===== config.mk =====
export PLATFORM = sky130hd
export DESIGN_NAME = two_line_marquee_scroll_sequencer_top
export DESIGN_NICKNAME = d
export VERILOG_FILES = /design/src/rtl/marq_pkg.sv /design/src/rtl/marq_cfg_regs.sv /design/src/rtl/marq_core.sv /design/src/rtl/two_line_marquee_scroll_sequencer_top.sv
export SDC_FILE = /design/constraint.sdc
export NUM_CORES = 1
export LEC_CHECK = 0
export BUFFER_PORTS_ARGS = -buffer_cell sky130_fd_sc_hd__buf_2
export CELL_PAD_IN_SITES_DETAIL_PLACEMENT = 0
export CELL_PAD_IN_SITES_GLOBAL_PLACEMENT = 1
export CORE_ASPECT_RATIO = 1.5
export CORE_UTILIZATION = 42
export DETAILED_ROUTE_END_ITERATION = 7
export HOLD_SLACK_MARGIN = 0.03
export PLACE_DENSITY_LB_ADDON = 0.1
export SLEW_MARGIN = 40
export SYNTH_ARGS = -nofsm -noshare
export SYNTH_HDL_FRONTEND = slang
export SYNTH_SLANG_ARGS = --single-unit

===== constraint.sdc =====
create_clock -name clk -period 3.94 [get_ports clk]
set_input_delay 0.394 -clock clk [delete_from_list [all_inputs] [get_ports clk]]
set_output_delay 0.394 -clock clk [all_outputs]
set_load 0.05 [all_outputs]

===== src/rtl/marq_pkg.sv =====
`default_nettype none
// ----------------------------------------------------------------------------
// marq_pkg
// Types and constants shared by the two-line marquee scroll sequencer.
// ----------------------------------------------------------------------------
package marq_pkg;

  localparam int PIXEL_BITS = 12;
  localparam int TICK_BITS  = 16;
  localparam int IDX_BITS   = 2;

  localparam logic [1:0] OP_LOAD = 2'd0;
  localparam logic [1:0] OP_TICK = 2'd1;
  localparam logic [1:0] OP_STOP = 2'd2;

  localparam logic [IDX_BITS-1:0] REG_DISPLAY_WIDTH = 2'd0;
  localparam logic [IDX_BITS-1:0] REG_PAUSE_TICKS   = 2'd1;
  localparam logic [IDX_BITS-1:0] REG_SUBJ_STEP     = 2'd2;
  localparam logic [IDX_BITS-1:0] REG_SEND_STEP     = 2'd3;

  localparam logic [PIXEL_BITS-1:0] DISPLAY_WIDTH_RST = 12'd128;
  localparam logic [TICK_BITS-1:0]  PAUSE_TICKS_RST   = 16'd500;
  localparam logic [TICK_BITS-1:0]  SUBJ_STEP_RST     = 16'd50;
  localparam logic [TICK_BITS-1:0]  SEND_STEP_RST     = 16'd100;

  typedef enum logic [2:0] {
    PH_OFF         = 3'd0,
    PH_HOLD        = 3'd1,
    PH_SUBJ_PAUSE  = 3'd2,
    PH_SUBJ_SCROLL = 3'd3,
    PH_SEND_PAUSE  = 3'd4,
    PH_SEND_SCROLL = 3'd5
  } phase_t;

  typedef struct packed {
    logic [1:0]            op;
    logic [PIXEL_BITS-1:0] sender_width;
    logic [PIXEL_BITS-1:0] subject_width;
  } in_item_t;

  typedef struct packed {
    logic [PIXEL_BITS-1:0] sender_offset;
    logic [PIXEL_BITS-1:0] subject_offset;
    logic                  redraw;
    logic [2:0]            phase;
  } out_item_t;

  typedef struct packed {
    logic [PIXEL_BITS-1:0] display_width;
    logic [TICK_BITS-1:0]  pause_ticks;
    logic [TICK_BITS-1:0]  subject_step_ticks;
    logic [TICK_BITS-1:0]  sender_step_ticks;
  } cfg_regs_t;

endpackage
`default_nettype wire


===== src/rtl/marq_cfg_regs.sv =====
`default_nettype none
// ----------------------------------------------------------------------------
// marq_cfg_regs
// Configuration register file, one write per cycle, always ready.
// ----------------------------------------------------------------------------
module marq_cfg_regs (
  input  wire logic                          clk,
  input  wire logic                          rst_n,
  input  wire logic                          wr_en,
  input  wire logic [marq_pkg::IDX_BITS-1:0] wr_index,
  input  wire logic [marq_pkg::TICK_BITS-1:0] wr_data,
  output marq_pkg::cfg_regs_t                cfg
);
  import marq_pkg::*;

  cfg_regs_t cfg_r;
  cfg_regs_t cfg_nxt;

  always_comb begin
    cfg_nxt = cfg_r;
    if (wr_en) begin
      case (wr_index)
        REG_DISPLAY_WIDTH: cfg_nxt.display_width      = wr_data[PIXEL_BITS-1:0];
        REG_PAUSE_TICKS:   cfg_nxt.pause_ticks        = wr_data;
        REG_SUBJ_STEP:     cfg_nxt.subject_step_ticks = wr_data;
        REG_SEND_STEP:     cfg_nxt.sender_step_ticks  = wr_data;
        default:           cfg_nxt = cfg_r;
      endcase
    end
  end

  always_ff @(posedge clk) begin
    if (!rst_n) begin
      cfg_r.display_width      <= DISPLAY_WIDTH_RST;
      cfg_r.pause_ticks        <= PAUSE_TICKS_RST;
      cfg_r.subject_step_ticks <= SUBJ_STEP_RST;
      cfg_r.sender_step_ticks  <= SEND_STEP_RST;
    end else begin
      cfg_r <= cfg_nxt;
    end
  end

  assign cfg = cfg_r;

endmodule
`default_nettype wire


===== src/rtl/marq_core.sv =====
`default_nettype none
// ----------------------------------------------------------------------------
// marq_core
// Scroll state and phase sequencer; updates once per processed word.
// ----------------------------------------------------------------------------
module marq_core (
  input  wire logic                clk,
  input  wire logic                rst_n,
  input  wire logic                fire,
  input  marq_pkg::in_item_t       item,
  input  marq_pkg::cfg_regs_t      cfg,
  output marq_pkg::out_item_t      res
);
  import marq_pkg::*;

  phase_t                phase_r, phase_nxt;
  logic [TICK_BITS-1:0]  elapsed_r, elapsed_nxt;
  logic [PIXEL_BITS-1:0] send_shift_r, send_shift_nxt;
  logic [PIXEL_BITS-1:0] subj_shift_r, subj_shift_nxt;
  logic [PIXEL_BITS-1:0] send_len_r, send_len_nxt;
  logic [PIXEL_BITS-1:0] subj_len_r, subj_len_nxt;
  logic                  redraw;

  logic [TICK_BITS-1:0]  elapsed_inc;
  logic [PIXEL_BITS:0]   send_next, subj_next;
  logic                  send_wide, subj_wide;
  logic                  ld_send_wide, ld_subj_wide;
  logic                  pause_done, subj_step_done, send_step_done;
  logic                  subj_wrap, send_wrap;

  assign elapsed_inc    = (elapsed_r == {TICK_BITS{1'b1}}) ? elapsed_r
                                                           : elapsed_r + 1'b1;
  assign send_next      = {1'b0, send_shift_r} + 1'b1;
  assign subj_next      = {1'b0, subj_shift_r} + 1'b1;
  assign send_wrap      = send_next > {1'b0, send_len_r};
  assign subj_wrap      = subj_next > {1'b0, subj_len_r};
  assign send_wide      = send_len_r > cfg.display_width;
  assign subj_wide      = subj_len_r > cfg.display_width;
  assign ld_send_wide   = item.sender_width > cfg.display_width;
  assign ld_subj_wide   = item.subject_width > cfg.display_width;
  assign pause_done     = elapsed_inc >= cfg.pause_ticks;
  assign subj_step_done = elapsed_inc >= cfg.subject_step_ticks;
  assign send_step_done = elapsed_inc >= cfg.sender_step_ticks;

  // next phase
  always_comb begin
    phase_nxt = phase_r;
    case (item.op)
      OP_LOAD: begin
        if (ld_subj_wide)      phase_nxt = PH_SUBJ_PAUSE;
        else if (ld_send_wide) phase_nxt = PH_SEND_PAUSE;
        else                   phase_nxt = PH_HOLD;
      end
      OP_TICK: begin
        case (phase_r)
          PH_SUBJ_PAUSE: if (pause_done) phase_nxt = PH_SUBJ_SCROLL;
          PH_SEND_PAUSE: if (pause_done) phase_nxt = PH_SEND_SCROLL;
          PH_SUBJ_SCROLL: begin
            if (subj_step_done && subj_wrap)
              phase_nxt = send_wide ? PH_SEND_PAUSE : PH_SUBJ_PAUSE;
          end
          PH_SEND_SCROLL: begin
            if (send_step_done && send_wrap)
              phase_nxt = subj_wide ? PH_SUBJ_PAUSE : PH_SEND_PAUSE;
          end
          default: phase_nxt = phase_r;
        endcase
      end
      OP_STOP: phase_nxt = PH_OFF;
      default: phase_nxt = phase_r;
    endcase
  end

  // counters, offsets and redraw
  always_comb begin
    elapsed_nxt    = elapsed_r;
    send_shift_nxt = send_shift_r;
    subj_shift_nxt = subj_shift_r;
    send_len_nxt   = send_len_r;
    subj_len_nxt   = subj_len_r;
    redraw         = 1'b0;
    case (item.op)
      OP_LOAD: begin
        send_len_nxt   = item.sender_width;
        subj_len_nxt   = item.subject_width;
        send_shift_nxt = '0;
        subj_shift_nxt = '0;
        elapsed_nxt    = '0;
        redraw         = 1'b1;
      end
      OP_TICK: begin
        elapsed_nxt = elapsed_inc;
        case (phase_r)
          PH_SUBJ_PAUSE, PH_SEND_PAUSE: begin
            if (pause_done) elapsed_nxt = '0;
          end
          PH_SUBJ_SCROLL: begin
            if (subj_step_done) begin
              elapsed_nxt    = '0;
              redraw         = 1'b1;
              subj_shift_nxt = subj_wrap ? '0 : subj_next[PIXEL_BITS-1:0];
            end
          end
          PH_SEND_SCROLL: begin
            if (send_step_done) begin
              elapsed_nxt    = '0;
              redraw         = 1'b1;
              send_shift_nxt = send_wrap ? '0 : send_next[PIXEL_BITS-1:0];
            end
          end
          default: elapsed_nxt = elapsed_inc;
        endcase
      end
      default: redraw = 1'b0;
    endcase
  end

  always_ff @(posedge clk) begin
    if (!rst_n) begin
      phase_r      <= PH_OFF;
      elapsed_r    <= '0;
      send_shift_r <= '0;
      subj_shift_r <= '0;
      send_len_r   <= '0;
      subj_len_r   <= '0;
    end else if (fire) begin
      phase_r      <= phase_nxt;
      elapsed_r    <= elapsed_nxt;
      send_shift_r <= send_shift_nxt;
      subj_shift_r <= subj_shift_nxt;
      send_len_r   <= send_len_nxt;
      subj_len_r   <= subj_len_nxt;
    end
  end

  assign res.sender_offset  = send_shift_nxt;
  assign res.subject_offset = subj_shift_nxt;
  assign res.redraw         = redraw;
  assign res.phase          = phase_nxt;

endmodule
`default_nettype wire


===== src/rtl/two_line_marquee_scroll_sequencer_top.sv =====
`default_nettype none
// ----------------------------------------------------------------------------
// two_line_marquee_scroll_sequencer_top
// Scroll sequencer for a two-line marquee: load, tick and stop words in,
// line offsets, redraw flag and phase out.
// ----------------------------------------------------------------------------
// One result word per input word, in order. A word is taken into an input
// register, processed against the scroll state once the output register is
// free or being emptied and placed there; the result stays on out_valid until
// an edge with out_stall low takes it. One word per cycle is sustained while
// out_stall is low; the input and output registers let a new word enter while
// a finished result waits on out_stall. Configuration writes are always ready
// and take effect on the next word processed.
// ----------------------------------------------------------------------------
module two_line_marquee_scroll_sequencer_top (
  input  wire logic                           clk,
  input  wire logic                           rst_n,
  input  wire logic                           in_valid,
  output logic                                in_stall,
  input  marq_pkg::in_item_t                  in_data,
  output logic                                out_valid,
  input  wire logic                           out_stall,
  output marq_pkg::out_item_t                 out_data,
  input  wire logic                           cfg_valid,
  output logic                                cfg_ready,
  input  wire logic [marq_pkg::IDX_BITS-1:0]  cfg_index,
  input  wire logic [marq_pkg::TICK_BITS-1:0] cfg_data
);
  import marq_pkg::*;

  cfg_regs_t cfg;
  in_item_t  in_data_r;
  out_item_t out_data_r;
  out_item_t res;
  logic      in_vld_r, in_vld_nxt;
  logic      out_vld_r, out_vld_nxt;
  logic      advance, fire, in_take;

  assign cfg_ready = 1'b1;

  marq_cfg_regs u_cfg (
    .clk      (clk),
    .rst_n    (rst_n),
    .wr_en    (cfg_valid),
    .wr_index (cfg_index),
    .wr_data  (cfg_data),
    .cfg      (cfg)
  );

  assign advance  = !out_vld_r || !out_stall;
  assign fire     = in_vld_r && advance;
  assign in_stall = in_vld_r && !advance;
  assign in_take  = in_valid && !in_stall;

  marq_core u_core (
    .clk   (clk),
    .rst_n (rst_n),
    .fire  (fire),
    .item  (in_data_r),
    .cfg   (cfg),
    .res   (res)
  );

  always_comb begin
    in_vld_nxt = in_vld_r;
    if (in_take)   in_vld_nxt = 1'b1;
    else if (fire) in_vld_nxt = 1'b0;
  end

  always_comb begin
    out_vld_nxt = out_vld_r;
    if (fire)         out_vld_nxt = 1'b1;
    else if (advance) out_vld_nxt = 1'b0;
  end

  always_ff @(posedge clk) begin
    if (!rst_n) begin
      in_vld_r  <= 1'b0;
      out_vld_r <= 1'b0;
    end else begin
      in_vld_r  <= in_vld_nxt;
      out_vld_r <= out_vld_nxt;
    end
  end

  always_ff @(posedge clk) begin
    if (in_take) in_data_r <= in_data;
    if (fire)    out_data_r <= res;
  end

  assign out_valid = out_vld_r;
  assign out_data  = out_data_r;

endmodule
`default_nettype wire


After elaboration in Yosys (flattened, before gate mapping)

Index checks and enable logic that the tools add are counted.

Register bits after elaboration: 183
Input port bits: 49
Output and inout port bits: 31
Word-level logic and storage cells: 95

Add/sub/neg operators: 3
$lt $le $gt $ge: 9
Equality and inequality tests: 10
Mux-type cells: 32
Reduce and logical (&&, ||, !) cells: 22

Operators by type and width:

| operator                                            | count |
|---|---|
| two-way mux 12 bit                                  | 6 |
| two-way mux 16 bit                                  | 4 |
| >= comparator 16 bit                                | 3 |
| > comparator 12 bit                                 | 4 |
| case mux 12 bit (2 select lines)                    | 2 |
| case mux 16 bit (3 select lines)                    | 1 |
| case mux 16 bit (2 select lines)                    | 1 |
| adder 12 x 1 -> 13 bit, second input constant       | 2 |
| > comparator 13 x 12 -> 1 bit                       | 2 |
| two-way mux 3 bit                                   | 8 |
| adder 16 x 1 -> 16 bit, second input constant       | 1 |
| equality test 16 bit, second input constant         | 1 |
| case mux 3 bit (4 select lines)                     | 1 |
| AND reduction 2 bit                                 | 6 |
| case mux 3 bit (3 select lines)                     | 1 |
| equality test 2 bit, second input constant          | 3 |
| equality test 3 x 2 -> 1 bit, second input constant | 2 |
| equality test 3 bit, second input constant          | 2 |
| two-way mux 1 bit                                   | 6 |
| nonzero test 2 bit                                  | 3 |
| logical AND 1 bit                                   | 5 |
| equality test 2 x 1 -> 1 bit, second input constant | 2 |
| logical NOT 1 bit                                   | 4 |
| logical NOT 2 bit                                   | 2 |
| other kinds (3)                                     | 4 |

Longest topological paths before layout

Gate-level depths: netlist of run 1.

Depth after elaboration: 7
Gate-level depth with buffers: 17
Gate-level depth less buffers: 16

Hierarchy

From an unflattened synthesis of run 1, not the netlist that was laid out.

Cells, all modules: 1,147
Area, all modules: 10,860.4 um^2

Modules (own cells, without submodules):

| module                                | times used | cells each | area each (um^2) | seq. area each (um^2) |
|---|---|---|---|---|
| marq_core                             | 1          | 860        | 6,839.1          | 1,341.3 |
| marq_cfg_regs                         | 1          | 223        | 2,304.7          | 1,201.2 |
| two_line_marquee_scroll_sequencer_top | 1          | 64         | 1,716.6          | 1,661.6 |

Worst setup path after synthesis of run 1

No wires, ideal clock.

Kind: register -> register
From: register u_core.elapsed_r[7]
To: register u_core.elapsed_r[5]
Library setup time: 0.074 ns
Arrival: 4.045 ns
Data required time: 3.866 ns
Slack: -0.180 ns
Stages on the path, launching flop included: 17
Path buffers: 1
Clock period less this slack: 4.120 ns
Path through: dfxtp_1 > nand2_1 > or4_4 > nor4_4 > nor2_2 > and4_4 > xor2_1 > ha_1 > a21oi_1 > o21ai_1 > a2111o_1 > a211oi_1 > o22ai_1 > a211oi_4 > buf_2 > a41oi_1 > a31oi_1

Word-level cells in the longest chain between the ends: 6
Elaborated cells between the ends (all ways): 11
Classes of those cells: add/sub: 1; order compare: 3; eq/ne: 1; mux: 6

RTL lines:

| what                                                                  | RTL line                                           | RTL |
|---|---|---|
| from (decl)                                                           | marq_core.sv:17                                    | `logic [TICK_BITS-1:0] elapsed_r, elapsed_nxt;` |
| from (signal assigned)                                                | marq_core.sv:128                                   | `elapsed_r <= elapsed_nxt;` |
| adder 16 x 1 -> 16 bit / equality test 16 bit (equally long branches) | marq_core.sv:32, marq_core.sv:31                   |  |
| two-way mux 16 bit (*)                                                | marq_core.sv:31                                    | `assign elapsed_inc = (elapsed_r == {TICK_BITS{1'b1}}) ? elapsed_r` |
| >= comparator 16 bit, on equally long branches                        | marq_core.sv:43, marq_core.sv:41, marq_core.sv:42  |  |
| two-way mux 16 bit, on equally long branches                          | marq_core.sv:105, marq_core.sv:95, marq_core.sv:98 |  |
| case mux 16 bit (3 select lines) (*)                                  | marq_core.sv:93                                    | `case (phase_r)` |
| case mux 16 bit (2 select lines) (*)                                  | marq_core.sv:82                                    | `case (item.op)` |

Every way passes the cells marked *; elsewhere a longest branch is shown, timed or not.
A chain may end at the register's enable or synchronous reset.

==> results of run 1 <==
-- per-layer routing --
metal,track usage,wire (µm)
met4,0.148,1610
met2,0.465,17100
met5,0,0
met1,0.275,12000
met3,0.0359,846
-- power groups by stage --
stage	Combinational (mW)	Clock [mW]	Sequential [mW]
detailed placement	0.446	0	2.08
finish	0.467	1.85	2.03
floorplan	0.232	0	2.11
global route	0.514	1.96	2.04
CTS	0.455	1.89	2.03
global placement	0.440	0	2.07
-- sequential cells by signal (all words and copies together), names as in the netlist --
| register | cells |
|---|---|
| in_data_r | 26 |
| in_vld_r | 1 |
| out_data | 28 |
| out_valid | 1 |
| u_cfg.cfg | 60 |
| u_core.elapsed_r | 16 |
| u_core.phase_r | 3 |
| u_core.send_len_r | 12 |
| u_core.send_shift_r | 12 |
| u_core.subj_len_r | 12 |
| u_core.subj_shift_r | 12 |
-- cells by family after synthesis --
logic type                 after synthesis  share of synthesized area
and+or+nand+nor                        397                      0.173
AOI/OAI and AO/OA                      320                      0.197
adders and majority gates              123                      0.147
DFF                                    183                      0.401
other                                    1                   0.000358
muxes                                    3                    0.00299
buffers and inverters                  150                     0.0548
xor gates and xnor gates                28                     0.0234
-- synth_stat cells (all sizes together) (3+ instances only) --
cell type,number,area share
nand2,216,0.077
dfxtp,129,0.25
ha,123,0.15
a21oi,121,0.058
inv,100,0.036
nor2,58,0.021
edfxtp,54,0.15
o21ai,45,0.021
clkbuf,41,0.015
nand3,38,0.019
a21o,22,0.016
a22o,18,0.015
o211ai,18,0.013
nand4,16,0.0096
xnor2,16,0.013
a211oi,15,0.012
a22oi,14,0.010
a31oi,14,0.0084
and3,13,0.0082
nor3,12,0.0057
xor2,12,0.010
nand2b,11,0.0073
buf,9,0.0043
nor2b,9,0.0054
a32o,8,0.0076
o21a,8,0.0057
a2bb2oi,7,0.0059
and2,5,0.0030
o22ai,5,0.0030
nor4,4,0.0038
a32oi,3,0.0025
nor3b,3,0.0026
o2111ai,3,0.0025
or2,3,0.0018
-- layout by cell type, fill, tap and decap left out, types with 5 or more instances in the layout --
cell type  instances
a211oi_1           9
a211oi_2           5
a21o_1            20
a21oi_1          119
a22o_1            18
a22oi_1           13
a2bb2oi_1          7
a31oi_1           13
a32o_1             8
and3_1             9
buf_2             79
buf_4             99
buf_6              9
clkbuf_16         19
dfxtp_1          124
dfxtp_2            5
edfxtp_1          54
ha_1             115
ha_4               7
inv_1             98
nand2_1          208
nand2_2            6
nand2b_1           8
nand3_1           35
nand4_1           16
nor2_1            53
nor2b_1            8
nor3_1            10
o211ai_1          18
o21a_1             8
o21ai_0           34
o21ai_1           11
xnor2_1           12
xor2_1             8
-- worst max-delay path, delay by kind of cell, from the launching register on --
family,cells,cell delay [ps]
AOI/OAI and AO/OA,4,1040
xor gates and xnor gates,1,130
adders and majority gates,1,230
buffers and inverters,6,930
DFF,1,330
and+or+nand+nor,5,950
-- per-stage QoR --
step           worst slack, ps  std cells  hold slack, ps
2_1_floorplan            0.860       1205             436
3_3_place_gp             -83.8       1647             443
3_5_place_dp              -121       1647             448
4_1_cts                  -3.28       1696             101
5_1_grt                  -49.3       1704             102
6_report                  68.4       1704             119
-- path summary, 6_finish.rpt --
kind,start,to,slack (ps)
hold / removal,in_data[14],in_data_r[14]$_DFFE_PP_,120
hold reg to reg,u_cfg.cfg[29]$_SDFFE_PN0P_,u_cfg.cfg[29]$_SDFFE_PN0P_,450
setup reg to reg,u_core.elapsed_r[7]$_SDFFE_PN0P_,out_data[7]$_DFFE_PP_,70
setup / recovery,u_core.elapsed_r[7]$_SDFFE_PN0P_,out_data[7]$_DFFE_PP_,70
-- final cells by class --
| class | count | share of cell area |
|---|---|---|
| flip-flops and latches | 183 | 0.319 |
| multi-input cells | 872 | 0.471 |
| clock inverters | 14 | 0.0149 |
| clock buffers | 18 | 0.0325 |
| inverters | 100 | 0.0285 |
| repair buffers | 193 | 0.103 |
| well taps | 324 | 0.0307 |
-- what timing repair did --
action / in CTS / in global routing
buffers inserted: 18 / 6
cloned: 1 / 3
pin swaps: 27 / 45
setup endpoints to repair: 39 / 64
resized for setup: 42 / 65
==> reports/results.md, run 1 <==
| Group | Result | This run |
|---|---|---|
| setup path | Crit-path cells | nand2_2 > or4_4 > nor4_4 > buf_4 > nor2_4 > buf_4 > buf_4 > xor2_1 > buf_4 > ha_1 > a211oi_1 > o21ai_1 > a21o_4 > nor4b_4 > buf_2 > buf_4 > a32o_1 |
| final layout | Number of nets at the end of the flow | 1,539 |
| logic synthesis | Number of synthesis warnings | 0 |
| floorplanning | Rows | 70 |
| setup path | Max stage delay on crit path | 550 ps |
| logic synthesis | Cell area after synthesis | 10,500 µm² |
| global route | Via count of the first global-routing pass | 9,008 |
| place | Area of placed instances | 11,800 µm² |
| sta | Pins over their slew limit | 0 |
| power and ir drop | Switching portion of total power | 0.259 |
| sta | RSZ-0062 raised after global routing | yes |
| clock tree | Sink Count | 183 |
| clock tree | H-tree level count | 4 |
| place | Final HPWL from detailed placement | 23,300 µm |
| routing | Drt pass-1 iters | 4 |
| power and ir drop | Combinational Power Share | 0.107 |
| sta | FMAX | 258 MHz |
| place | IO buf count | 78 |
| clock tree | Quantity of hold-fixing buffers added after cts | 0 |
| logic synthesis | Syn nets | 1,377 |
| place | Global placement routability congestion | 0.908 |
| routing | Via Count | 9,237 |
| floorplanning | Total core area | 24,400 µm² |
| routing | Number of DRC markers after the initial detailed-route iteration | 455 |
| floorplanning | Chip Height | 195 µm |
| global route | Largest net degree at the start of global routing | 64 |
| run | Max-Cap Viols | 0 |
| final layout | Final Instance Area | 13,200 µm² |
| clock tree | Root Buffer | clkbuf_16 |
| logic synthesis | Post-synthesis register bit count | 183 |
| hold path | Cell count of the worst hold path | 1 |
| setup path | Kind of start point of the critical path | register |
| routing | DRC viols | 0 |
| clock tree | Number of buffers created by CTS | 17 |
| sta | Clock skew | 10.3 ps |
| logic synthesis | Post-synthesis cell count | 1,205 |
| routing | Total Routed Length | 31,600 µm |
| setup path | Cell with the most instances on the worst path | buf_4 |
| setup path | Critical Path Sink Type | register |
| global route | First-pass GRT wire length | 48,200 µm |
| power and ir drop | Total power | 4.35 mW |
| sta | Fin crit share | 0.983 |
| final layout | Final core occ | 0.540 |
| power and ir drop | Cell Int Power | 3.22 mW |
| global route | Final global-route overflow total | 0 |
| global route | Overall routing resource usage | 0.255 |
| power and ir drop | Leakage component of the power | 5.46 nW |
| sta | Crit path time final | 3870 ps |
| setup path | Reg2Reg Depth | 17 |
| setup path | Crit path max-delay cell type | or4_4 |
| sta | Slew Limit Headroom | 0.553 |
| final layout | Fraction of layout cells with a size suffix above 1 | 0.225 |
| global route | Antenna violations before repair | 0 |
| routing | Mean routed wirelength per cell | 18.5 µm |
| routing | Residual antenna-violating net count after detailed routing | 0 |
| final layout | # fillers | 2,322 |
| logic synthesis | Dominant register cell in the synthesized netlist | dfxtp_1 |
| power and ir drop | PwrDens | 330 nW/µm² |
| clock tree | TritonCTS clock tree | built |
| floorplanning | Effective utilization at floorplan | 0.429 |
| logic synthesis | Async S/R FF share, synth | 0 |
| final layout | Signed area change from the synthesized netlist to the final layout | 25.9% |
| setup path | Biggest fanout along the worst timing path | 6 |
| power and ir drop | Fraction of power consumed by sequential logic | 0.467 |
| power and ir drop | Portion of total power attributed to the clock network | 0.425 |
| floorplanning | Overall die width | 131 µm |
| sta | Accumulated negative setup slack | 0 ps |
| sta | Final setup vio count | 0 |
| logic synthesis | Post-synthesis average cell area | 8.69 µm² |
| clock tree | Max Buffers Root-to-Sink | 2 |
| run status | Run status | finished, final reports clean |
| setup path | WP data required | 4140 ps |
| clock tree | Clock transition at the registers of the reported paths | 70 ps |
| logic synthesis | Sequential area share after synthesis | 0.401 |
| final layout | Total area of multi-input combinational cells | 6210 µm² |
| setup path | Start-to-end type of the worst setup path | reg -> reg |
| logic synthesis | Number of flops mapped to enable cells by yosys | 54 |
| sta | Transition at the pin with the smallest max-transition slack | 671 ps |
| setup path | WP data arrival | 4070 ps |
| sta | Hold Vio Cnt, Final | 0 |
| power and ir drop | Max VDD drop | 0.341 mV |
| hold path | Worst hold-check path type | in -> reg |
| floorplanning | I/O Pins | 80 |
| floorplanning | Die outline area | 25,600 µm² |
| clock tree | Latest clock arrival within the worst-skew pair | 450 ps |
| power and ir drop | Switching component of the power | 1.13 mW |
| logic synthesis | Distinct cells, synth | 70 |
| final layout | Diodes inserted | 0 |
| routing | Average vias per placed instance | 5.42 |
| final layout | Register area | 4210 µm² |
No activity file was read; power rests on OpenSTA's default activity.
==> inputs of run 2 (changes only) <==
REMOVE_ABC_BUFFERS = 1   (was default)
==> run 2 against run 1 <==
  * Cell area up 0.33%
  * Fmax fell by 6.4%
  * Clock-buffer cell count fell by 1
  * Global-route usage is essentially flat
  * Worst hold slack improved by 5.1 ps
  * Non-clock buffer count increased by 23
  * Combinational power hardly changed
  * Total power decreased by 5.1%
  * Register-to-register slack got worse by 260 ps
  * Sequential power about the same
  * The run now ends with negative setup slack left
==> reports/results.md, run 2 (synthesis results as in run 1) <==
| Group | Result | This run | Delta |
|---|---|---|---|
| run status | Run status | complete, but fails checks | was finished, final reports clean |
| run status | Violations in the final reports | negative setup slack |  |
| setup path | WP data arrival | 4330 ps | was 4070 ps |
| floorplanning | Overall die width | 131 µm | unchanged |
| floorplanning | Rows | 70 | unchanged |
| place | IO buf count | 78 | unchanged |
| clock tree | Sink Count | 183 | unchanged |
| routing | Residual antenna-violating net count after detailed routing | 0 | unchanged |
| routing | Total Routed Length | 31,700 µm | was 31,600 µm |
| place | Pre-CTS worst setup slack | -414 ps | was -121 ps |
| sta | Final setup vio count | 44 | was 0 |
| final layout | Final core occ | 0.542 | was 0.540 |
| floorplanning | Total core area | 24,400 µm² | unchanged |
| routing | Via Count | 9,242 | was 9,237 |
| routing | Length of routed met2 wiring | 17,300 µm | was 17,100 µm |
| floorplanning | I/O Pins | 80 | unchanged |
| setup path | WP data required | 4140 ps | about the same |
| place | Area of placed instances | 12,000 µm² | was 11,800 µm² |
| power and ir drop | Max VDD drop | 0.324 mV | was 0.341 mV |
| setup path | Biggest fanout along the worst timing path | 4 | was 6 |
| sta | RSZ-0062 raised after global routing | yes | unchanged |
| sta | Fin crit share | 1.05 | was 0.983 |
| global route | Final global-route overflow total | 0 | unchanged |
| global route | Overall routing resource usage | 0.255 | about the same |
| global route | First-pass GRT wire length | 48,600 µm | was 48,200 µm |
| power and ir drop | Switching portion of total power | 0.278 | was 0.259 |
| setup path | Critical Path Sink Type | register | unchanged |
| global route | Antenna violations before repair | 0 | unchanged |
| sta | Fin worst setup slack | -196 ps | was 68.4 ps |
| setup path | Startpoint of the most critical setup path | u_core.elapsed_r[5]$_SDFFE_PN0P_ | was u_core.elapsed_r[7]$_SDFFE_PN0P_ |
| clock tree | Clock transition at the registers of the reported paths | 70 ps | about the same |
| clock tree | Max Buffers Root-to-Sink | 2 | unchanged |
| final layout | Most frequent standard cell in the layout excluding fill and tap cells | nand2_1 | unchanged |
| power and ir drop | PwrDens | 312 nW/µm² | was 330 nW/µm² |
| clock tree | Number of buffers created by CTS | 17 | unchanged |
| final layout | # fillers | 2,363 | was 2,322 |
| setup path | Start-to-end type of the worst setup path | reg -> reg | unchanged |
| power and ir drop | Switching component of the power | 1.15 mW | was 1.13 mW |
| routing | Met3 Wirelength | 822 µm | was 846 µm |
| run | Max-Cap Viols | 0 | unchanged |
| final layout | Diodes inserted | 0 | unchanged |
| setup path | Launch instance of the worst register-to-register path | u_core.elapsed_r[5]$_SDFFE_PN0P_ | was u_core.elapsed_r[7]$_SDFFE_PN0P_ |
| hold path | Cell count of the worst hold path | 1 | unchanged |
| sta | FMAX | 242 MHz | was 258 MHz |
| routing | Average vias per placed instance | 5.35 | was 5.42 |
| setup path | Crit path max-delay cell type | or4_4 | unchanged |
| setup path | Crit-path cells | nand2_2 > or4_4 > buf_6 > or3_4 > nor2_4 > nor2_1 > a31oi_2 > ha_1 > nand4_1 > buf_6 > inv_1 > a2111o_1 > a21o_1 > buf_6 > nor4b_4 > buf_6 > buf_4 > a32o_1 | was nand2_2 > or4_4 > nor4_4 > buf_4 > nor2_4 > buf_4 > buf_4 > xor2_1 > buf_4 > ha_1 > a211oi_1 > o21ai_1 > a21o_4 > nor4b_4 > buf_2 > buf_4 > a32o_1 |
| routing | Wire length on met1 | 12,200 µm | was 12,000 µm |
| routing | Number of DRC markers after the initial detailed-route iteration | 406 | was 455 |
| power and ir drop | Portion of total power attributed to the clock network | 0.394 | was 0.425 |
| global route | Largest net degree at the start of global routing | 39 | was 64 |
| sta | Slew Limit Headroom | 0.473 | was 0.553 |
| sta | Hold Vio Cnt, Final | 0 | unchanged |
| final layout | Number of nets at the end of the flow | 1,562 | was 1,539 |
| floorplanning | Die outline area | 25,600 µm² | unchanged |
| setup path | Max stage delay on crit path | 560 ps | was 550 ps |
| final layout | Leading cell types in the layout, fill and taps excluded | nand2_1, dfxtp_1, ha_1, buf_4, a21oi_1 | was nand2_1, dfxtp_1, a21oi_1, ha_1, buf_4 |
| sta | Accumulated negative setup slack | -4590 ps | was 0 ps |
| power and ir drop | Fraction of power consumed by sequential logic | 0.492 | was 0.467 |
| hold path | Worst hold-check path type | in -> reg | unchanged |
| clock tree | Latest clock arrival within the worst-skew pair | 440 ps | was 450 ps |
| setup path | Reg2Reg Depth | 18 | was 17 |
| clock tree | TritonCTS clock tree | built | unchanged |
| floorplanning | Chip Height | 195 µm | unchanged |
| sta | Clock skew | 8.61 ps | was 10.3 ps |
| clock tree | H-tree level count | 4 | unchanged |
| routing | Drt pass-1 iters | 5 | was 4 |
| setup path | Kind of start point of the critical path | register | unchanged |
| sta | Pins over their slew limit | 0 | unchanged |
| final layout | Fraction of layout cells with a size suffix above 1 | 0.240 | was 0.225 |
| clock tree | Root Buffer | clkbuf_16 | unchanged |
| routing | Highest metal layer used by the detailed router | met4 | unchanged |
| clock tree | Quantity of hold-fixing buffers added after cts | 0 | unchanged |
| sta | Crit path time final | 4140 ps | was 3870 ps |
| power and ir drop | Cell Int Power | 2.98 mW | was 3.22 mW |
| setup path | Cell depth of the worst setup path | 18 | was 17 |
| place | Global placement routability congestion | 0.902 | was 0.908 |
| place | Final HPWL from detailed placement | 24,200 µm | was 23,300 µm |
| routing | DRC viols | 0 | unchanged |
| power and ir drop | Leakage component of the power | 5.50 nW | was 5.46 nW |
| final layout | Final Instance Area | 13,200 µm² | about the same |
| final layout | Signed area change from the synthesized netlist to the final layout | 26.3% | was 25.9% |
| setup path | Cell with the most instances on the worst path | buf_6 | was buf_4 |
| hold path | Source of the worst hold timing path | in_data[16] | was in_data[14] |
| floorplanning | Effective utilization at floorplan | 0.429 | unchanged |
| final layout | Largest register FFs | 60 | unchanged |
| setup path | Crit path buffers/inverters | 6 | unchanged |
| power and ir drop | Combinational Power Share | 0.114 | was 0.107 |
| routing | Mean routed wirelength per cell | 18.4 µm | was 18.5 µm |
| global route | Via count of the first global-routing pass | 9,240 | was 9,008 |
| setup path | Cell type group with the largest total delay on the critical path | simple AND/OR/NAND/NOR gates | was compound AO/OA/AOI/OAI gates |
| sta | Transition at the pin with the smallest max-transition slack | 791 ps | was 671 ps |
[run 2: path summary, 6_finish.rpt]
check,end,slack (ps)
max,out_data[7]$_DFFE_PP_,-200
min,in_data_r[16]$_DFFE_PP_,120
max reg2reg,out_data[7]$_DFFE_PP_,-200
min reg2reg,u_cfg.cfg[47]$_SDFFE_PN0P_,450
[run 2: layout make-up]
class	instances	area, µm²	share of cell area
Sequential cell	183	4210	0.318
Clock buffer	17	425	0.0321
Timing Repair Buffer	216	1540	0.117
Inverter	100	375	0.0284
Clock inverter	15	118	0.00889
Multi-Input combinational cell	872	6160	0.465
Tap cell	324	405	0.0306
[run 2: power groups by stage]
stage                     combinational [mW]  clock [mW]  sequential, mW
after floorplan                        0.217           0            2.12
after global placement                 0.442           0            2.08
after detailed placement               0.448           0            2.08
after CTS                              0.454        1.67            2.03
after global routing                   0.517        1.74            2.04
final                                  0.469        1.63            2.03
[run 2: per-stage QoR]
stage,hold slack (ps),std cells,power (mW)
after global routing,113,1727,4.29
after detailed placement,448,1673,2.52
after floorplan,436,1155,2.34
after CTS,109,1712,4.16
after global placement,443,1673,2.52
final,124,1727,4.13
[run 2: worst reg2reg max path, delay by kind of cell, from the launching register on]
kind                       cells  cell delay [ps]
AOI/OAI and AO/OA              4             1130
adders and majority gates      1              280
buffers and inverters          6              740
DFF                            1              340
and+or+nand+nor                7             1410
[run 2: layer usage]
metal / track usage / up-vias
met1: 0.268 / 4332
met3: 0.0310 / 70
li1: - / 4649
met4: 0.135 / 0
met2: 0.481 / 191
met5: 0 / -
[run 2: what timing repair did]
action,in CTS,in global routing
setup buffers,6,16
endpoints found under the setup margin,69,71
pin swaps,11,42
resized for setup,38,79
cloned,1,2
